File: config.mk
export PLATFORM = sky130hd
export DESIGN_NAME = websocket_frame_deframer_top
export DESIGN_NICKNAME = d
export VERILOG_FILES = /design/src/rtl/wsd_pkg.sv /design/src/rtl/wsd_parser.sv /design/src/rtl/wsd_out_reg.sv /design/src/rtl/websocket_frame_deframer_top.sv
export SDC_FILE = /design/constraint.sdc
export NUM_CORES = 1
export LEC_CHECK = 0
export BUFFER_PORTS_ARGS = -buffer_cell sky130_fd_sc_hd__clkbuf_2
export CORE_AREA = 2 2 194 196
export DETAILED_ROUTE_END_ITERATION = 8
export DIE_AREA = 0 0 196 198
export PLACE_DENSITY = 0.59
export SLEW_MARGIN = 5
export SYNTH_ARGS = -nofsm -noshare
export SYNTH_HDL_FRONTEND = slang
export SYNTH_SLANG_ARGS = --single-unit
File: constraint.sdc
create_clock -name i_clk -period 8.78 [get_ports i_clk]
set_input_delay 0.878 -clock i_clk [delete_from_list [all_inputs] [get_ports i_clk]]
set_output_delay 0.878 -clock i_clk [all_outputs]
set_load 0.02 [all_outputs]
File: src/rtl/wsd_pkg.sv
package wsd_pkg;

    localparam int unsigned LenW = 64;
    localparam int unsigned KeyW = 32;

    localparam logic [7:0] FinBit     = 8'h80;
    localparam logic [7:0] Rsv1Bit    = 8'h40;
    localparam logic [7:0] Rsv2Bit    = 8'h20;
    localparam logic [7:0] Rsv3Bit    = 8'h10;
    localparam logic [7:0] OpcodeMask = 8'h0F;
    localparam logic [7:0] LenMask    = 8'h7F;
    localparam logic [6:0] LenCode16  = 7'd126;
    localparam logic [6:0] LenCode64  = 7'd127;

    localparam logic [3:0] ExtBytes16 = 4'd2;
    localparam logic [3:0] ExtBytes64 = 4'd8;
    localparam logic [3:0] KeyBytes   = 4'd4;

    localparam logic KindHeader  = 1'b0;
    localparam logic KindPayload = 1'b1;

    typedef enum logic [2:0] {
        PH_FIRST,
        PH_SECOND,
        PH_EXTLEN,
        PH_KEY,
        PH_PAYLOAD
    } t_phase;

    typedef struct packed {
        logic            kind;
        logic            fin;
        logic            rsv1;
        logic            rsv2;
        logic            rsv3;
        logic [3:0]      opcode;
        logic            masked;
        logic [LenW-1:0] payload_length;
        logic [KeyW-1:0] mask_key;
        logic [7:0]      payload_byte;
        logic            last;
    } t_result;

endpackage

File: src/rtl/wsd_parser.sv
module wsd_parser
    import wsd_pkg::*;
(
    input  logic       i_clk,
    input  logic       i_rst_n,
    input  logic       i_step,
    input  logic [7:0] i_byte,
    output logic       o_res_valid,
    output t_result    o_res
);

    t_phase          r_phase, n_phase;
    logic [3:0]      r_cnt, n_cnt;
    logic            r_ext8, n_ext8;
    logic [7:0]      r_flags, n_flags;
    logic            r_mask, n_mask;
    logic [LenW-1:0] r_len, n_len;
    logic [KeyW-1:0] r_key, n_key;
    logic [LenW-1:0] r_rem, n_rem;
    logic [1:0]      r_kidx, n_kidx;

    logic [6:0] len_code;
    logic [3:0] cnt_inc;
    logic [3:0] ext_bytes;
    logic       ext_done;
    logic       key_done;
    logic       len_zero;
    logic       rem_last;
    logic [7:0] key_byte;

    assign len_code  = i_byte[6:0] & LenMask[6:0];
    assign cnt_inc   = r_cnt + 4'd1;
    assign ext_bytes = r_ext8 ? ExtBytes64 : ExtBytes16;
    assign ext_done  = (cnt_inc >= ext_bytes);
    assign key_done  = (cnt_inc >= KeyBytes);
    assign rem_last  = (r_rem[LenW-1:1] == '0);
    assign len_zero  = (n_len == '0);

    always_comb begin
        unique case (r_kidx)
            2'd0: key_byte = r_key[31:24];
            2'd1: key_byte = r_key[23:16];
            2'd2: key_byte = r_key[15:8];
            2'd3: key_byte = r_key[7:0];
            default: key_byte = r_key[7:0];
        endcase
    end

    // next phase
    always_comb begin
        n_phase = r_phase;
        if (i_step) begin
            unique case (r_phase)
                PH_FIRST: n_phase = PH_SECOND;
                PH_SECOND: begin
                    if (len_code == LenCode16 || len_code == LenCode64) begin
                        n_phase = PH_EXTLEN;
                    end else if (i_byte[7]) begin
                        n_phase = PH_KEY;
                    end else begin
                        n_phase = len_zero ? PH_FIRST : PH_PAYLOAD;
                    end
                end
                PH_EXTLEN: begin
                    if (ext_done) begin
                        if (r_mask) begin
                            n_phase = PH_KEY;
                        end else begin
                            n_phase = len_zero ? PH_FIRST : PH_PAYLOAD;
                        end
                    end
                end
                PH_KEY: begin
                    if (key_done) begin
                        n_phase = len_zero ? PH_FIRST : PH_PAYLOAD;
                    end
                end
                PH_PAYLOAD: begin
                    if (rem_last) begin
                        n_phase = PH_FIRST;
                    end
                end
                default: n_phase = PH_FIRST;
            endcase
        end
    end

    // datapath and result
    always_comb begin
        n_cnt       = r_cnt;
        n_ext8      = r_ext8;
        n_flags     = r_flags;
        n_mask      = r_mask;
        n_len       = r_len;
        n_key       = r_key;
        n_rem       = r_rem;
        n_kidx      = r_kidx;
        o_res_valid = 1'b0;
        o_res.kind         = KindHeader;
        o_res.payload_byte = 8'd0;
        o_res.last         = 1'b0;
        if (i_step) begin
            unique case (r_phase)
                PH_FIRST: begin
                    n_flags = i_byte;
                    n_mask  = 1'b0;
                    n_len   = '0;
                    n_key   = '0;
                    n_cnt   = 4'd0;
                end
                PH_SECOND: begin
                    n_mask = i_byte[7];
                    n_cnt  = 4'd0;
                    if (len_code == LenCode16 || len_code == LenCode64) begin
                        n_ext8 = (len_code == LenCode64);
                        n_len  = '0;
                    end else begin
                        n_len = LenW'(len_code);
                        o_res_valid = !i_byte[7];
                    end
                end
                PH_EXTLEN: begin
                    n_len = {r_len[LenW-9:0], i_byte};
                    n_cnt = ext_done ? 4'd0 : cnt_inc;
                    o_res_valid = ext_done && !r_mask;
                end
                PH_KEY: begin
                    n_key = {r_key[KeyW-9:0], i_byte};
                    n_cnt = cnt_inc;
                    o_res_valid = key_done;
                end
                PH_PAYLOAD: begin
                    o_res_valid        = 1'b1;
                    o_res.kind         = KindPayload;
                    o_res.payload_byte = r_mask ? (i_byte ^ key_byte) : i_byte;
                    o_res.last         = rem_last;
                    n_kidx             = r_kidx + 2'd1;
                    n_rem              = rem_last ? '0 : r_rem - LenW'(1);
                end
                default: begin
                    n_cnt   = 4'd0;
                    n_ext8  = 1'b0;
                    n_flags = '0;
                    n_mask  = 1'b0;
                    n_len   = '0;
                    n_key   = '0;
                    n_rem   = '0;
                    n_kidx  = 2'd0;
                end
            endcase
            // header completes here: load the payload counter
            if (o_res_valid && o_res.kind == KindHeader) begin
                o_res.last = len_zero;
                n_rem      = n_len;
                n_kidx     = 2'd0;
            end
        end
        o_res.fin            = (n_flags & FinBit) != 8'd0;
        o_res.rsv1           = (n_flags & Rsv1Bit) != 8'd0;
        o_res.rsv2           = (n_flags & Rsv2Bit) != 8'd0;
        o_res.rsv3           = (n_flags & Rsv3Bit) != 8'd0;
        o_res.opcode         = n_flags[3:0] & OpcodeMask[3:0];
        o_res.masked         = n_mask;
        o_res.payload_length = n_len;
        o_res.mask_key       = n_key;
    end

    always_ff @(posedge i_clk) begin
        if (!i_rst_n) begin
            r_phase <= PH_FIRST;
            r_cnt   <= 4'd0;
            r_ext8  <= 1'b0;
            r_flags <= '0;
            r_mask  <= 1'b0;
            r_len   <= '0;
            r_key   <= '0;
            r_rem   <= '0;
            r_kidx  <= 2'd0;
        end else begin
            r_phase <= n_phase;
            r_cnt   <= n_cnt;
            r_ext8  <= n_ext8;
            r_flags <= n_flags;
            r_mask  <= n_mask;
            r_len   <= n_len;
            r_key   <= n_key;
            r_rem   <= n_rem;
            r_kidx  <= n_kidx;
        end
    end

endmodule

File: src/rtl/wsd_out_reg.sv
module wsd_out_reg
    import wsd_pkg::*;
(
    input  logic    i_clk,
    input  logic    i_rst_n,
    input  logic    i_load,
    input  t_result i_res,
    input  logic    i_stall,
    output logic    o_free,
    output logic    o_valid,
    output t_result o_res
);

    logic    r_valid, n_valid;
    t_result r_res;

    assign o_free  = !r_valid || !i_stall;
    assign n_valid = i_load || (r_valid && i_stall);
    assign o_valid = r_valid;
    assign o_res   = r_res;

    always_ff @(posedge i_clk) begin
        if (!i_rst_n) begin
            r_valid <= 1'b0;
        end else begin
            r_valid <= n_valid;
        end
    end

    always_ff @(posedge i_clk) begin
        if (i_load) begin
            r_res <= i_res;
        end
    end

endmodule

File: src/rtl/websocket_frame_deframer_top.sv
// websocket frame deframer
// input channel: one raw stream byte per transaction on i_data_byte, with
// i_valid / o_stall. output channel: one result per transaction, o_valid /
// i_stall. header bytes give no result; once the base header, extended
// length and masking key are in, one header result (o_kind = 0) is sent,
// then one result per payload byte (o_kind = 1), with the key applied if masked.
// o_last marks the final result of a frame; an empty frame sets it on the
// header result. every result repeats the header fields of its frame.
// a byte that causes a result passes the input register, then the result
// register, before it shows on o_valid.
// throughput: one byte per cycle while i_stall holds no result, set by the
// combinational parser step between the two registers.
// reset (i_rst_n low, synchronous) empties both registers and returns the
// parser to waiting for the first header byte of a frame.
// when i_stall holds a result, the byte in the input register waits and
// o_stall rises; a new byte is still taken while the output slot frees.
module websocket_frame_deframer_top
    import wsd_pkg::*;
(
    input  logic            i_clk,
    input  logic            i_rst_n,
    input  logic            i_valid,
    output logic            o_stall,
    input  logic [7:0]      i_data_byte,
    output logic            o_valid,
    input  logic            i_stall,
    output logic            o_kind,
    output logic            o_fin,
    output logic            o_rsv1,
    output logic            o_rsv2,
    output logic            o_rsv3,
    output logic [3:0]      o_opcode,
    output logic            o_masked,
    output logic [LenW-1:0] o_payload_length,
    output logic [KeyW-1:0] o_mask_key,
    output logic [7:0]      o_payload_byte,
    output logic            o_last
);

    logic       r_in_valid;
    logic [7:0] r_in_byte;
    logic       out_free;
    logic       step;
    logic       res_valid;
    t_result    res;
    t_result    out_res;

    assign step    = r_in_valid && out_free;
    assign o_stall = r_in_valid && !out_free;

    always_ff @(posedge i_clk) begin
        if (!i_rst_n) begin
            r_in_valid <= 1'b0;
        end else if (!o_stall) begin
            r_in_valid <= i_valid;
        end
    end

    always_ff @(posedge i_clk) begin
        if (i_valid && !o_stall) begin
            r_in_byte <= i_data_byte;
        end
    end

    wsd_parser u_parser (
        .i_clk       (i_clk),
        .i_rst_n     (i_rst_n),
        .i_step      (step),
        .i_byte      (r_in_byte),
        .o_res_valid (res_valid),
        .o_res       (res)
    );

    wsd_out_reg u_out_reg (
        .i_clk   (i_clk),
        .i_rst_n (i_rst_n),
        .i_load  (res_valid),
        .i_res   (res),
        .i_stall (i_stall),
        .o_free  (out_free),
        .o_valid (o_valid),
        .o_res   (out_res)
    );

    assign o_kind           = out_res.kind;
    assign o_fin            = out_res.fin;
    assign o_rsv1           = out_res.rsv1;
    assign o_rsv2           = out_res.rsv2;
    assign o_rsv3           = out_res.rsv3;
    assign o_opcode         = out_res.opcode;
    assign o_masked         = out_res.masked;
    assign o_payload_length = out_res.payload_length;
    assign o_mask_key       = out_res.mask_key;
    assign o_payload_byte   = out_res.payload_byte;
    assign o_last           = out_res.last;

endmodule
Word level (Yosys, flattened, before mapping)
Index checks and enable logic that the tools add are counted.
{"block": "word_totals", "reg_bits": 304, "inputBits": 12, "output_inout_bits": 117, "word_cells": 113}
{"block": "classes", "add_sub_neg": 3, "order_cmp": 2, "eq_ne": 14, "mux": 37, "bitwise": 4, "reduce_logical": 30}
{"op": "64-bit two-way mux", "count": 3}
{"op": "64-bit case mux with 3 select lines", "count": 1}
{"op": "64-bit case mux with 2 select lines", "count": 1}
{"op": "64-bit logical NOT", "count": 1}
{"op": "32-bit case mux with 2 select lines", "count": 1}
{"op": "64-bit by 1-bit subtractor with 64-bit output, second input constant", "count": 1}
{"op": "63-bit logical NOT", "count": 1}
{"op": "32-bit two-way mux", "count": 1}
{"op": "8-bit case mux with 4 select lines", "count": 1}
{"op": "3-bit two-way mux", "count": 7}
{"op": "8-bit two-way mux", "count": 2}
{"op": "8-bit case mux with 2 select lines", "count": 1}
{"op": "3-bit case mux with 5 select lines", "count": 1}
{"op": "7-bit equality test, second input constant", "count": 2}
{"op": "4-bit case mux with 3 select lines", "count": 1}
{"op": "4-bit OR reduction", "count": 3}
{"op": "2-bit by 1-bit != test with 1-bit output, second input constant", "count": 5}
{"op": "1-bit two-way mux", "count": 9}
{"op": "4-bit two-way mux", "count": 2}
{"op": "8-bit bitwise XOR", "count": 1}
{"op": "7-bit two-way mux", "count": 1}
{"op": "3-bit by 2-bit equality test with 1-bit output, second input constant", "count": 2}
{"op": "1-bit logical AND", "count": 6}
{"op": "1-bit logical NOT", "count": 6}
{"op": "other kinds (21)", "count": 30}

Logic depth before layout (Yosys ltp)
Gate-level depths: netlist of run 1.
{"block": "logic_depth", "ltp_word": 10, "mapped_depth": 13, "mapped_depth_nobuf": 10}

By module
Synthesis of run 1 repeated with hierarchy kept, for this count alone.
{"block": "unflattened", "hier_cells": 1543, "hier_area_um2": 14445.1}
{"mod": "wsd_parser", "n_inst": 1, "cells_per_inst": 1411, "area_per_inst_um2": 10662.7, "seq_area_each_um2": 3583.4}
{"mod": "wsd_out_reg", "n_inst": 1, "cells_per_inst": 119, "area_per_inst_um2": 3488.3, "seq_area_each_um2": 3473.3}
{"mod": "websocket_frame_deframer_top", "n_inst": 1, "cells_per_inst": 13, "area_per_inst_um2": 294.0, "seq_area_each_um2": 260.2}

Worst setup path before layout of run 1
OpenSTA, ideal clock, no wires.
{"block": "synth_path", "path_type": "register to register", "start": "register u_parser.r_cnt[0]", "end": "register u_out_reg.r_res (netlist bit u_out_reg.o_res[0]) (enable)", "setup_ps": 468, "arrival_time_ps": 4295, "t_required_ps": 8312, "slack_ps": 4017, "path_stages_with_launch": 12, "n_path_buf": 1, "synth_period_minus_slack_ps": 4763, "path_cell_list": "dfxtp_1 > ha_1 > inv_1 > ha_1 > nand2_1 > a311oi_1 > nand2_1 > a21o_1 > clkbuf_1 > nand2_1 > o21ai_0 > inv_1"}
{"block": "synth_between", "elab_chain_cells": 6, "elab_cells_between_ends": 7, "classes_between": "add/sub: 1; order compare: 2; mux: 3; reduce/logical: 1"}
{"element": "start: declaration", "line": "wsd_parser.sv:13", "rtl": "logic [3:0] r_cnt, n_cnt;"}
{"element": "start signal: assignment", "line": "wsd_parser.sv:181", "rtl": "r_cnt <= n_cnt;"}
{"element": "4-bit by 1-bit adder with 4-bit output (*)", "line": "wsd_parser.sv:32", "rtl": "assign cnt_inc = r_cnt + 4'd1;"}
{"element": "4-bit greater-or-equal comparator", "line": "wsd_parser.sv:34", "rtl": "assign ext_done = (cnt_inc >= ext_bytes);"}
{"element": "1-bit logical AND", "line": "wsd_parser.sv:125", "rtl": "o_res_valid = ext_done && !r_mask;"}
{"element": "1-bit case mux with 4 select lines (*)", "line": "wsd_parser.sv:103", "rtl": "unique case (r_phase)"}
{"element": "1-bit two-way mux (*) (2 in series)", "line": "wsd_parser.sv:102", "rtl": "if (i_step) begin"}
{"element": "named net res_valid", "line": "websocket_frame_deframer_top.sv:44", "rtl": "logic res_valid;"}
{"element": "end signal: assignment", "line": "wsd_out_reg.sv:32", "rtl": "r_res <= i_res;"}
{"element": "end: declaration", "line": "wsd_out_reg.sv:15", "rtl": "t_result r_res;"}
Mark *: on every way through the listed nets, which the timed path passes. The rest lies on a longest branch. The select of a mux whose other input is x is not followed.
A chain may end at the register's enable or synchronous reset.

Worst setup path in the final report of run 1
{"block": "layout_path", "start": "register u_parser.r_cnt[0]", "end": "register u_out_reg.r_res (netlist bit u_out_reg.o_res[81]) (enable)"}
The elaborated chain is that of the path after synthesis.

==> results.yml, run 1 <==
sta:
  skew_ns: 0.0285
  timing_worst_slew_pin_value_ns: 1.21
  fin_crit_sh: 0.561
  finalMaxSlewViolations: 0
  fmax_mhz: 203
  setup_viol: 0
  min_period_ns: 4.93
  relSlewSlack: 0.194
  finalSetupTns_ns: 0
  rsz0062_at_grt: "false"
  hold_violations: 0
  hold_ws_ns: 0.470
global_route:
  grt_pass1_wl_um: 67500
  grt_usage: 0.224
  antenna_found_initial: 0
  grt_start_max_net_pins: 101
  grt_pass1_vias: 10900
  overflow: 0
worst_setup_path:
  r2r_end: "u_out_reg.o_res[81]"
  critPathMostFrequentCell: "nand2_1"
  path_delay_family: "buffers and inverters"
  end_kind: "flip-flop"
  worstPathArrival_ns: 5.06
  cp_slowest_cell: "buf_4"
  critPathBufInv: 2
  path_class: "reg2reg"
  path_cells: "nand3_1 -> xnor2_1 -> ha_1 -> nor2_1 -> a311oi_1 -> nand2_1 -> a21o_1 -> nand2_1 -> o21ai_0 -> inv_4 -> buf_4"
  start_kind: "flip-flop"
  rrSetupSlack_ns: 3.85
  worst-path-max-fanout: 68
  slowest_delay_ns: 0.77
  r2r_start: "u_parser.r_cnt[0]"
  r2r_cells: 11
  cp.required_ns: 8.91
clock_tree:
  postCtsSetupBuffers: 0
  clkLatencyLatePin_ns: 0.53
  clk_path_buf_depth: 3
  cts_sinks: 304
  cts.root.buffer_cell: "clkbuf_16"
  cts_hold_buf: 0
  tritoncts: "yes"
  cts.clk_slew.worst_paths_ns: 0.06
  ctsResizeCount: 0
  ctsHtreeMaxLevel: 2
  cts_buffers: 34
drt:
  wl_per_cell_um: 22.2
  drt-pass1-iter-count: 7
  via_per_inst: 6.01
  drc_errors: 0
  wirelength_um: 44100
  drtIter0Drc: 1378
  num_vias: 11900
  postRouteAntennaNets: 0
cells_and_area:
  nFillCells: 3547
  most-common-layout-cells: "dfxtp_1 (180), clkbuf_2 (127), edfxtp_1 (123)"
  fin_nets: 1506
  mostFrequentLayoutCell: "dfxtp_1"
  syn2layout_area_growth_pct: 15.3
  layout-drive-gt1-share: 0.172
  num_antenna_cells: 0
  final_cells: 1985
  post-route-util: 0.442
floorplanning:
  io_pins: 129
  start_util: 0.383
  die_w_um: 196
  coreArea_sq_um: 37000
  design.die.area_sq_um: 38800
  rows: 71
  die-height_um: 198
synth:
  synth_cells: 1413
  netlist-cell-type-count: 79
  synth_ff_type: "dfxtp_1"
  synth-edff-count: 123
  yosysSeqAreaShare: 0.517
  syn_avg_cell_area_sq_um: 10.0
  syn-cell-area_sq_um: 14200
  syn-num-nets: 1433
  ys_warn_count: 0
  async_reset_ff_frac: 0
  ys_seq_elements: 304
min_path:
  worstHoldPathType: "reg2reg"
  hold_path_depth: 2
  min_from: "u_parser.r_rem[43]"
  hold_end: "u_parser.r_rem[43]"
power_and_ir_drop:
  p_sw_w: 0.000705
  p_leak_nw: 6.03
  peakVddDrop_mv: 0.0925
  power_density_nw_per_um2: 193
  comb_power_share: 0.045
  switching_share: 0.223
  fin_total_pwr_w: 0.00316
  internal_power_w: 0.00245
  power.share.clock: 0.485
  p_seq_frac: 0.470
placement:
  routabilityCongestion: 0.864
  dp.cells: 1924
  portBuffers: 128
  dpl.hpwl_um: 29700
run_status:
  status: "complete, no violations"
flow_run:
  maxCapViolCount: 0
power groups by stage:
stage | registers (W) | logic, W | clock network [W]
after floorplan | 0.00151 | 0.000104 | 0
after global placement | 0.00151 | 0.000140 | 0
after detailed placement | 0.00151 | 0.000140 | 0
after CTS | 0.00148 | 0.000141 | 0.00155
after global routing | 0.00148 | 0.000154 | 0.00161
final | 0.00148 | 0.000143 | 0.00153
metal layers:
metal | vias up | part of all wire | track usage
li1 | 5526 | - | -
met1 | 5850 | 0.46 | 0.337
met2 | 494 | 0.44 | 0.334
met3 | 63 | 0.083 | 0.0399
met4 | 0 | 0.016 | 0.0502
met5 | - | 0 | 0
synthesized netlist by cell type, drive strengths merged (9+ instances only):
master / number / area (sq um)
dfxtp: 181 / 3620
edfxtp: 123 / 3690
nand2: 123 / 464
and2: 107 / 669
o21ai: 98 / 490
clkbuf: 83 / 312
a22o: 67 / 587
nor2: 67 / 251
a22oi: 63 / 473
a21oi: 59 / 299
nand3: 37 / 195
nor3: 37 / 190
buf: 29 / 146
nor4: 29 / 206
o22ai: 26 / 163
o211ai: 21 / 158
a32o: 20 / 200
mux2: 20 / 225
nor2b: 17 / 106
inv: 15 / 56.3
a31oi: 13 / 81.3
xor2: 13 / 114
o2bb2ai: 12 / 105
nand4: 11 / 75.1
or4: 11 / 86.3
or3: 10 / 62.6
mux2i: 9 / 90.1
per-stage QoR:
stage / setup WS [ns] / instance area (sq um)
detailed placement: 3.90 / 15100
floorplan: 4.02 / 14200
finish: 3.85 / 16300
global route: 3.54 / 16300
CTS: 3.86 / 16300
global placement: 4.10 / 15100
how the worst max path moves through the flow:
| stage | end | from | slack (ns) | cells after the start |
|---|---|---|---|---|
| finish | u_out_reg.o_res[81] | u_parser.r_cnt[0] | 3.85 | 11 |
| global route | u_out_reg.o_res[92] | u_parser.r_cnt[2] | 3.54 | 11 |
| CTS | u_out_reg.o_res[70] | u_parser.r_cnt[0] | 3.86 | 11 |
| detailed placement | u_out_reg.o_res[83] | u_parser.r_cnt[0] | 3.90 | 11 |
| global placement | u_out_reg.o_res[27] | u_parser.r_cnt[0] | 4.10 | 11 |
| floorplan | u_out_reg.o_res[0] | u_parser.r_cnt[0] | 4.02 | 11 |
area by class of cell:
cell class,count,area [sq um],share of cell area
repair buffers,149,801,0.0491
multi-input cells,982,6350,0.389
flip-flops and latches,304,7320,0.448
well taps,474,593,0.0363
clock inverters,15,215,0.0132
inverters,15,58.8,0.00360
clock buffers,46,990,0.0606
worst reg2reg max path, cell delays in order, from the launching register on:
cell and delay, ns:
dfxtp_1 0.43, nand3_1 0.17, xnor2_1 0.19, ha_1 0.29, nor2_1 0.05, a311oi_1 0.42
nand2_1 0.10, a21o_1 0.40, nand2_1 0.73, o21ai_0 0.35, inv_4 0.54, buf_4 0.78
cell families (layout without fill, tap and decap cells):
family	Yosys count	in the layout	synth area share
AO/OA/AOI/OAI	449	449	0.227
buffers and inverters	127	225	0.0363
multiplexers	29	29	0.0223
flip-flops	304	304	0.517
adder cells (fa/ha/maj)	8	8	0.00707
AND/OR/NAND/NOR	479	479	0.180
XOR/XNOR	17	17	0.0105
state kept, by name (all words and copies together), names as in the netlist:
register / count
u_parser.r_len: 64
r_in_byte: 8
u_parser.r_ext8: 1
u_parser.r_mask: 1
r_in_valid: 1
u_parser.r_kidx: 2
u_parser.r_rem: 64
u_parser.r_flags: 8
u_parser.r_key: 32
u_parser.r_phase: 3
u_out_reg.o_valid: 1
u_out_reg.o_res: 115
u_parser.r_cnt: 4
No activity file was read; power rests on OpenSTA's default activity.
==> run 2: changes to the inputs <==
ABC_AREA = 1   (was unset)
CORE_AREA = 2 2 197 199   (was 2 2 194 196)
DIE_AREA = 0 0 199 201   (was 0 0 196 198)
PLACE_DENSITY = 0.61   (was 0.59)
clock period = 4.1 ns   (was 8.78 ns; I/O delays follow)
==> run 2 against run 1 <==
Against the previous run: via count increased by 11%; total power grew 130%; clock skew is 0.0057 ns lower; clock power increased by 95%; sequential share of layout area decreased by 1.1 points; non-clock buffer count decreased by 3; final cell count up 31%; combinational power grew to 6.4 times the previous value.
==> results.yml, run 2 <==
synth:
  async_reset_ff_frac: 0
  syn-cell-area_sq_um: 14600
  yosys.area_share.simple: 0.295
  synth.top_cells.by_count: "nand2_1 (677), nor2_1 (308), dfxtp_1 (181), a21oi_1 (167), edfxtp_1 (123)"
  syn-num-nets: 1968
  netlist-cell-type-count: 49
  ys_seq_elements: 304
  synth_most_common_cell: "nand2_1"
  synth_top_cell_area_share: 0.254
  synth_top_family_by_area: "simple AND/OR/NAND/NOR gates"
  syn_avg_cell_area_sq_um: 7.47
  ys_warn_count: 0
  synth_cells: 1948
  synth.area.top_cells: "edfxtp_1 (25%), dfxtp_1 (25%), nand2_1 (17%)"
  synth_fa_ha_area_frac: 0.00687
  yosysSeqAreaShare: 0.503
  synth-edff-count: 123
  synth_top_cell_by_area: "edfxtp_1"
  synthMuxAreaShare: 0
  synthXorXnorAreaFrac: 0.0223
  synth_ff_type: "dfxtp_1"
  synth_compound_area_frac: 0.118
worst_setup_path:
  path_class: "reg2reg"
  critPathBufInv: 3
  slowest_delay_ns: 0.60
  cp.required_ns: 4.56
  path_delay_family: "buffers and inverters"
  critPathMostFrequentCell: "nand2_1"
  worstPathArrival_ns: 3.49
  path_cells: "ha_1 -> inv_1 -> ha_1 -> nand2_1 -> nand3_1 -> nand2_1 -> nand2_1 -> nand3_1 -> nand3_1 -> nand2_1 -> inv_2 -> buf_4 -> nand2_1 -> o31ai_1 -> nand2_1 -> a21oi_1"
  start_kind: "flip-flop"
  cp_slowest_cell: "inv_2"
  end_kind: "flip-flop"
  worst-path-max-fanout: 44
clock_tree:
  cts_sinks: 304
  cts_hold_buf: 0
  tritoncts: "yes"
  cts.clk_slew.worst_paths_ns: 0.06
  postCtsSetupBuffers: 0
  clkLatencyLatePin_ns: 0.53
  ctsResizeCount: 0
  clk_path_buf_depth: 3
  cts_buffers: 34
  cts.root.buffer_cell: "clkbuf_16"
  ctsHtreeMaxLevel: 2
floorplanning:
  io_pins: 129
  die-height_um: 201
  start_util: 0.382
  design.die.area_sq_um: 40000
  coreArea_sq_um: 38100
  die_w_um: 199
  rows: 72
global_route:
  grt_pass1_vias: 12100
  grt_pass1_wl_um: 66400
  grt_usage: 0.211
  grt_start_max_net_pins: 91
  overflow: 0
  antenna_found_initial: 1
power_and_ir_drop:
  p_leak_nw: 7.82
  peakVddDrop_mv: 0.208
  power_density_nw_per_um2: 425
drt:
  num_vias: 13300
  drc_errors: 0
  drt-pass1-iter-count: 5
  wl_per_cell_um: 16.4
  drtIter0Drc: 1535
  wirelength_um: 42500
  postRouteAntennaNets: 0
  via_per_inst: 5.13
sta:
  finalSetupTns_ns: 0
  timing_worst_slew_pin_value_ns: 1.03
  skew_ns: 0.0228
  fmax_mhz: 331
  fin_crit_sh: 0.737
  relSlewSlack: 0.311
  setup_viol: 0
  min_period_ns: 3.02
  rsz0062_at_grt: "false"
  finalMaxSlewViolations: 0
  hold_violations: 0
cells_and_area:
  most-common-layout-cells: "nand2_1 (676), nor2_1 (308), dfxtp_1 (181)"
  layout-drive-gt1-share: 0.111
  largest_reg_flops: 115
  syn2layout_area_growth_pct: 14.9
  mostFrequentLayoutCell: "nand2_1"
  fin_nets: 2068
  num_antenna_cells: 0
  design_area_sq_um: 16700
placement:
  portBuffers: 128
  routabilityCongestion: 0.923
  dpl.hpwl_um: 30600
  dpl_cell_area_sq_um: 15700
run_status:
  status: "complete, no violations"
min_path:
  worstHoldPathType: "in2reg"
flow_run:
  maxCapViolCount: 0
## run 2: cell types whose count changed after synthesis, moves of 24 or more
cell	delta
a22oi_1	-62
o21ai_0	+24
o22ai_1	-25
clkbuf_1	-45
inv_1	+87
a22o_1	-66
a21oi_1	+109
nor2_1	+241
nand2_1	+555
and2_1	-104
## run 2: layout make-up
class	count	area (sq um)
Multi-Input combinational cell	1454	6460
Timing Repair Buffer	146	826
Clock inverter	18	161
Clock buffer	44	908
Tap cell	518	648
Sequential cell	304	7320
Inverter	108	409
Fill cell	3811	21400
## run 2: power by group
part	leakage (nW)	internal [W]	switching [W]
clock network	0.529	0.00171	0.00127
registers	2.69	0.00317	0.0000431
logic	4.60	0.000275	0.000640
total	7.82	0.00516	0.00195
## run 2: path summary, 6_finish.rpt
path                             from             endpoint  slack, ns  cells after the start
setup reg to reg    u_parser.r_cnt[0]   u_parser.r_rem[33]       1.08                     16
setup / recovery    u_parser.r_cnt[0]   u_parser.r_rem[33]       1.08                     16
hold / removal         i_data_byte[4]         r_in_byte[4]       0.06                      1
hold reg to reg   u_parser.r_flags[0]  u_parser.r_flags[0]       0.47                      2
## run 2: cell families after synthesis
kind of cell             count (synthesis)
AO/OA/AOI/OAI                          324
XOR/XNOR                                37
adder cells (fa/ha/maj)                  8
buffers and inverters                  190
flip-flops                             304
AND/OR/NAND/NOR                       1085
## run 2: per-layer routing
metal  global-route usage  vias to the layer above  part of all wire
met5                    0                        -                 0
met4               0.0557                        0             0.024
met3               0.0349                       72             0.078
met2                0.318                      461              0.43
met1                0.313                     6219              0.46
li1                     -                     6544                 -
## run 2: per-stage QoR
step | worst slack, ns | cells | power (W) | hold slack (ns) | utilization
6_report | 1.08 | 2592 | 0.00711 | 0.0622 | 0.439
3_3_place_gp | 1.19 | 2530 | 0.00418 | 0.458 | 0.411
4_1_cts | 1.12 | 2592 | 0.00714 | 0.0482 | 0.439
5_1_grt | 0.798 | 2592 | 0.00736 | 0.0514 | 0.439
3_5_place_dp | 1.13 | 2530 | 0.00418 | 0.462 | 0.411
2_1_floorplan | 0.0376 | 1948 | 0.00394 | 0.448 | -
==> run 3: changes to the inputs <==
clock period = 2.54 ns   (was 4.1 ns; I/O delays follow)
==> run 3 against run 2 <==
Against the previous run: routed wire length increased by 6.4%; register-to-register slack worse by 0.93 ns; via count is 2.1% higher; critical path type unchanged; sequential power is 61% higher; non-clock buffer count is 60 higher; largest cell class unchanged.
==> results.yml, run 3 (synthesis results as in run 2) <==
cells_and_area:
  largest_reg_flops: 115
  most-common-layout-cells: "nand2_1 (674), nor2_1 (306), dfxtp_1 (177)"
  layout-drive-gt1-share: 0.142
  num_antenna_cells: 0
  mostFrequentLayoutCell: "nand2_1"
  syn2layout_area_growth_pct: 20.1
  fin_nets: 2129
  final_cells: 2654
  nFillCells: 3773
drt:
  wl_per_cell_um: 17.0
  num_vias: 13600
  drc_errors: 0
  wirelength_um: 45200
  via_per_inst: 5.12
  drtIter0Drc: 1311
  drt-pass1-iter-count: 6
  postRouteAntennaNets: 0
worst_setup_path:
  start_kind: "flip-flop"
  r2r_end: "u_parser.r_rem[39]"
  worst-path-max-fanout: 45
  end_kind: "flip-flop"
  worstPathArrival_ns: 2.81
  cp.required_ns: 2.96
  r2r_cells: 14
  rrSetupSlack_ns: 0.15
  path_class: "reg2reg"
  r2r_start: "u_parser.r_cnt[0]"
clock_tree:
  tritoncts: "yes"
  cts_buffers: 35
  cts.root.buffer_cell: "clkbuf_16"
  clk_path_buf_depth: 3
  cts.clk_slew.worst_paths_ns: 0.06
  ctsHtreeMaxLevel: 2
  cts_sinks: 304
  clkLatencyLatePin_ns: 0.54
sta:
  fin_ws_ns: 0.147
  setup_viol: 0
  fin_crit_sh: 0.942
  hold_violations: 0
  fmax_mhz: 418
  min_period_ns: 2.39
  finalMaxSlewViolations: 0
  skew_ns: 0.0166
  relSlewSlack: 0.537
  timing_worst_slew_pin_value_ns: 0.695
floorplanning:
  design.die.area_sq_um: 40000
  rows: 72
  die-height_um: 201
  start_util: 0.382
  coreArea_sq_um: 38100
  die_w_um: 199
  io_pins: 129
global_route:
  use_met1: 0.332
  grt_start_max_net_pins: 121
  grt_pass1_wl_um: 69100
  antenna_found_initial: 0
  gr-usage-met2: 0.331
  grt-busiest-layer: "met1"
  grt_usage: 0.220
  grt_pass1_vias: 12300
  overflow: 0
  gr-usage-met3: 0.0289
placement:
  routabilityCongestion: 0.955
  dpl.hpwl_um: 31700
  dp.cells: 2576
  post-place-ws_ns: 0.0944
  portBuffers: 128
min_path:
  worstHoldPathType: "in2reg"
  hold_path_depth: 3
  min_from: "i_stall"
  hold_end: "u_out_reg.o_valid"
power_and_ir_drop:
  p_leak_nw: 8.17
  peakVddDrop_mv: 0.411
  power_density_nw_per_um2: 675
flow_run:
  maxCapViolCount: 0
run_status:
  status: "complete, no violations"
[run 3: cell type report]
type / instances / area [sq um] / share of cell area
Sequential cell: 304 / 7320 / 0.419
Multi-Input combinational cell: 1454 / 6530 / 0.373
Timing Repair Buffer: 206 / 1450 / 0.0829
Clock buffer: 43 / 947 / 0.0542
Tap cell: 518 / 648 / 0.0371
Inverter: 108 / 414 / 0.0237
Clock inverter: 21 / 175 / 0.0100
[run 3: worst max-delay path by stage]
stage,to,depth (start not counted),slack (ns),start
floorplan,u_out_reg.o_res[0],11,-0.84,u_parser.r_cnt[0]
global placement,u_parser.r_phase[2],17,0.13,u_parser.r_phase[0]
detailed placement,u_parser.r_phase[2],17,0.09,u_parser.r_phase[0]
CTS,u_parser.r_rem[53],13,0.07,u_parser.r_rem[2]
global route,u_parser.r_rem[46],14,-0.02,u_parser.r_cnt[0]
finish,u_parser.r_rem[39],14,0.15,u_parser.r_cnt[0]
[run 3: report_power, final]
group	total [W]	switching [W]	internal, W
combinational	0.00165	0.00111	0.000540
clock	0.00498	0.00210	0.00288
sequential	0.00518	0.0000591	0.00512
total	0.0118	0.00327	0.00854
[run 3: per-stage QoR]
stage | hold slack, ns | TNS (ns) | utilization | area, sq um | power [W]
finish | 0.0424 | 0 | 0.459 | 17500 | 0.0118
global route | 0.0404 | -0.0201 | 0.459 | 17500 | 0.0123
CTS | 0.0245 | 0 | 0.456 | 17400 | 0.0118
detailed placement | 0.433 | 0 | 0.424 | 16200 | 0.00687
global placement | 0.433 | 0 | 0.424 | 16200 | 0.00686
floorplan | 0.353 | -96.41 | - | 14600 | 0.00636
[run 3: worst max-delay path, stage by stage, from the launching register on]
cell and delay, ns:
dfxtp_2 0.38, nand3_1 0.14, xor2_2 0.18, inv_1 0.08, ha_1 0.27, nand2_1 0.05, nand2_1 0.09, nand3_1 0.09
nand3_2 0.10, nand2_2 0.09, a21oi_4 0.20, inv_1 0.11, buf_12 0.20, a21oi_1 0.19, a21oi_1 0.08
[run 3: repair_timing]
action	4_1_cts	5_1_grt
endpoints found under the setup margin	0	44
gates resized for setup	0	13
hold endpoints to repair	9	0
buffers inserted	0	3
hold buffers	9	0
[run 3: metal layers]
metal / vias to the layer above / share of wire
met4: 0 / 0.017
met1: 6346 / 0.47
met2: 527 / 0.44
met5: - / 0
met3: 52 / 0.074
li1: 6653 / -
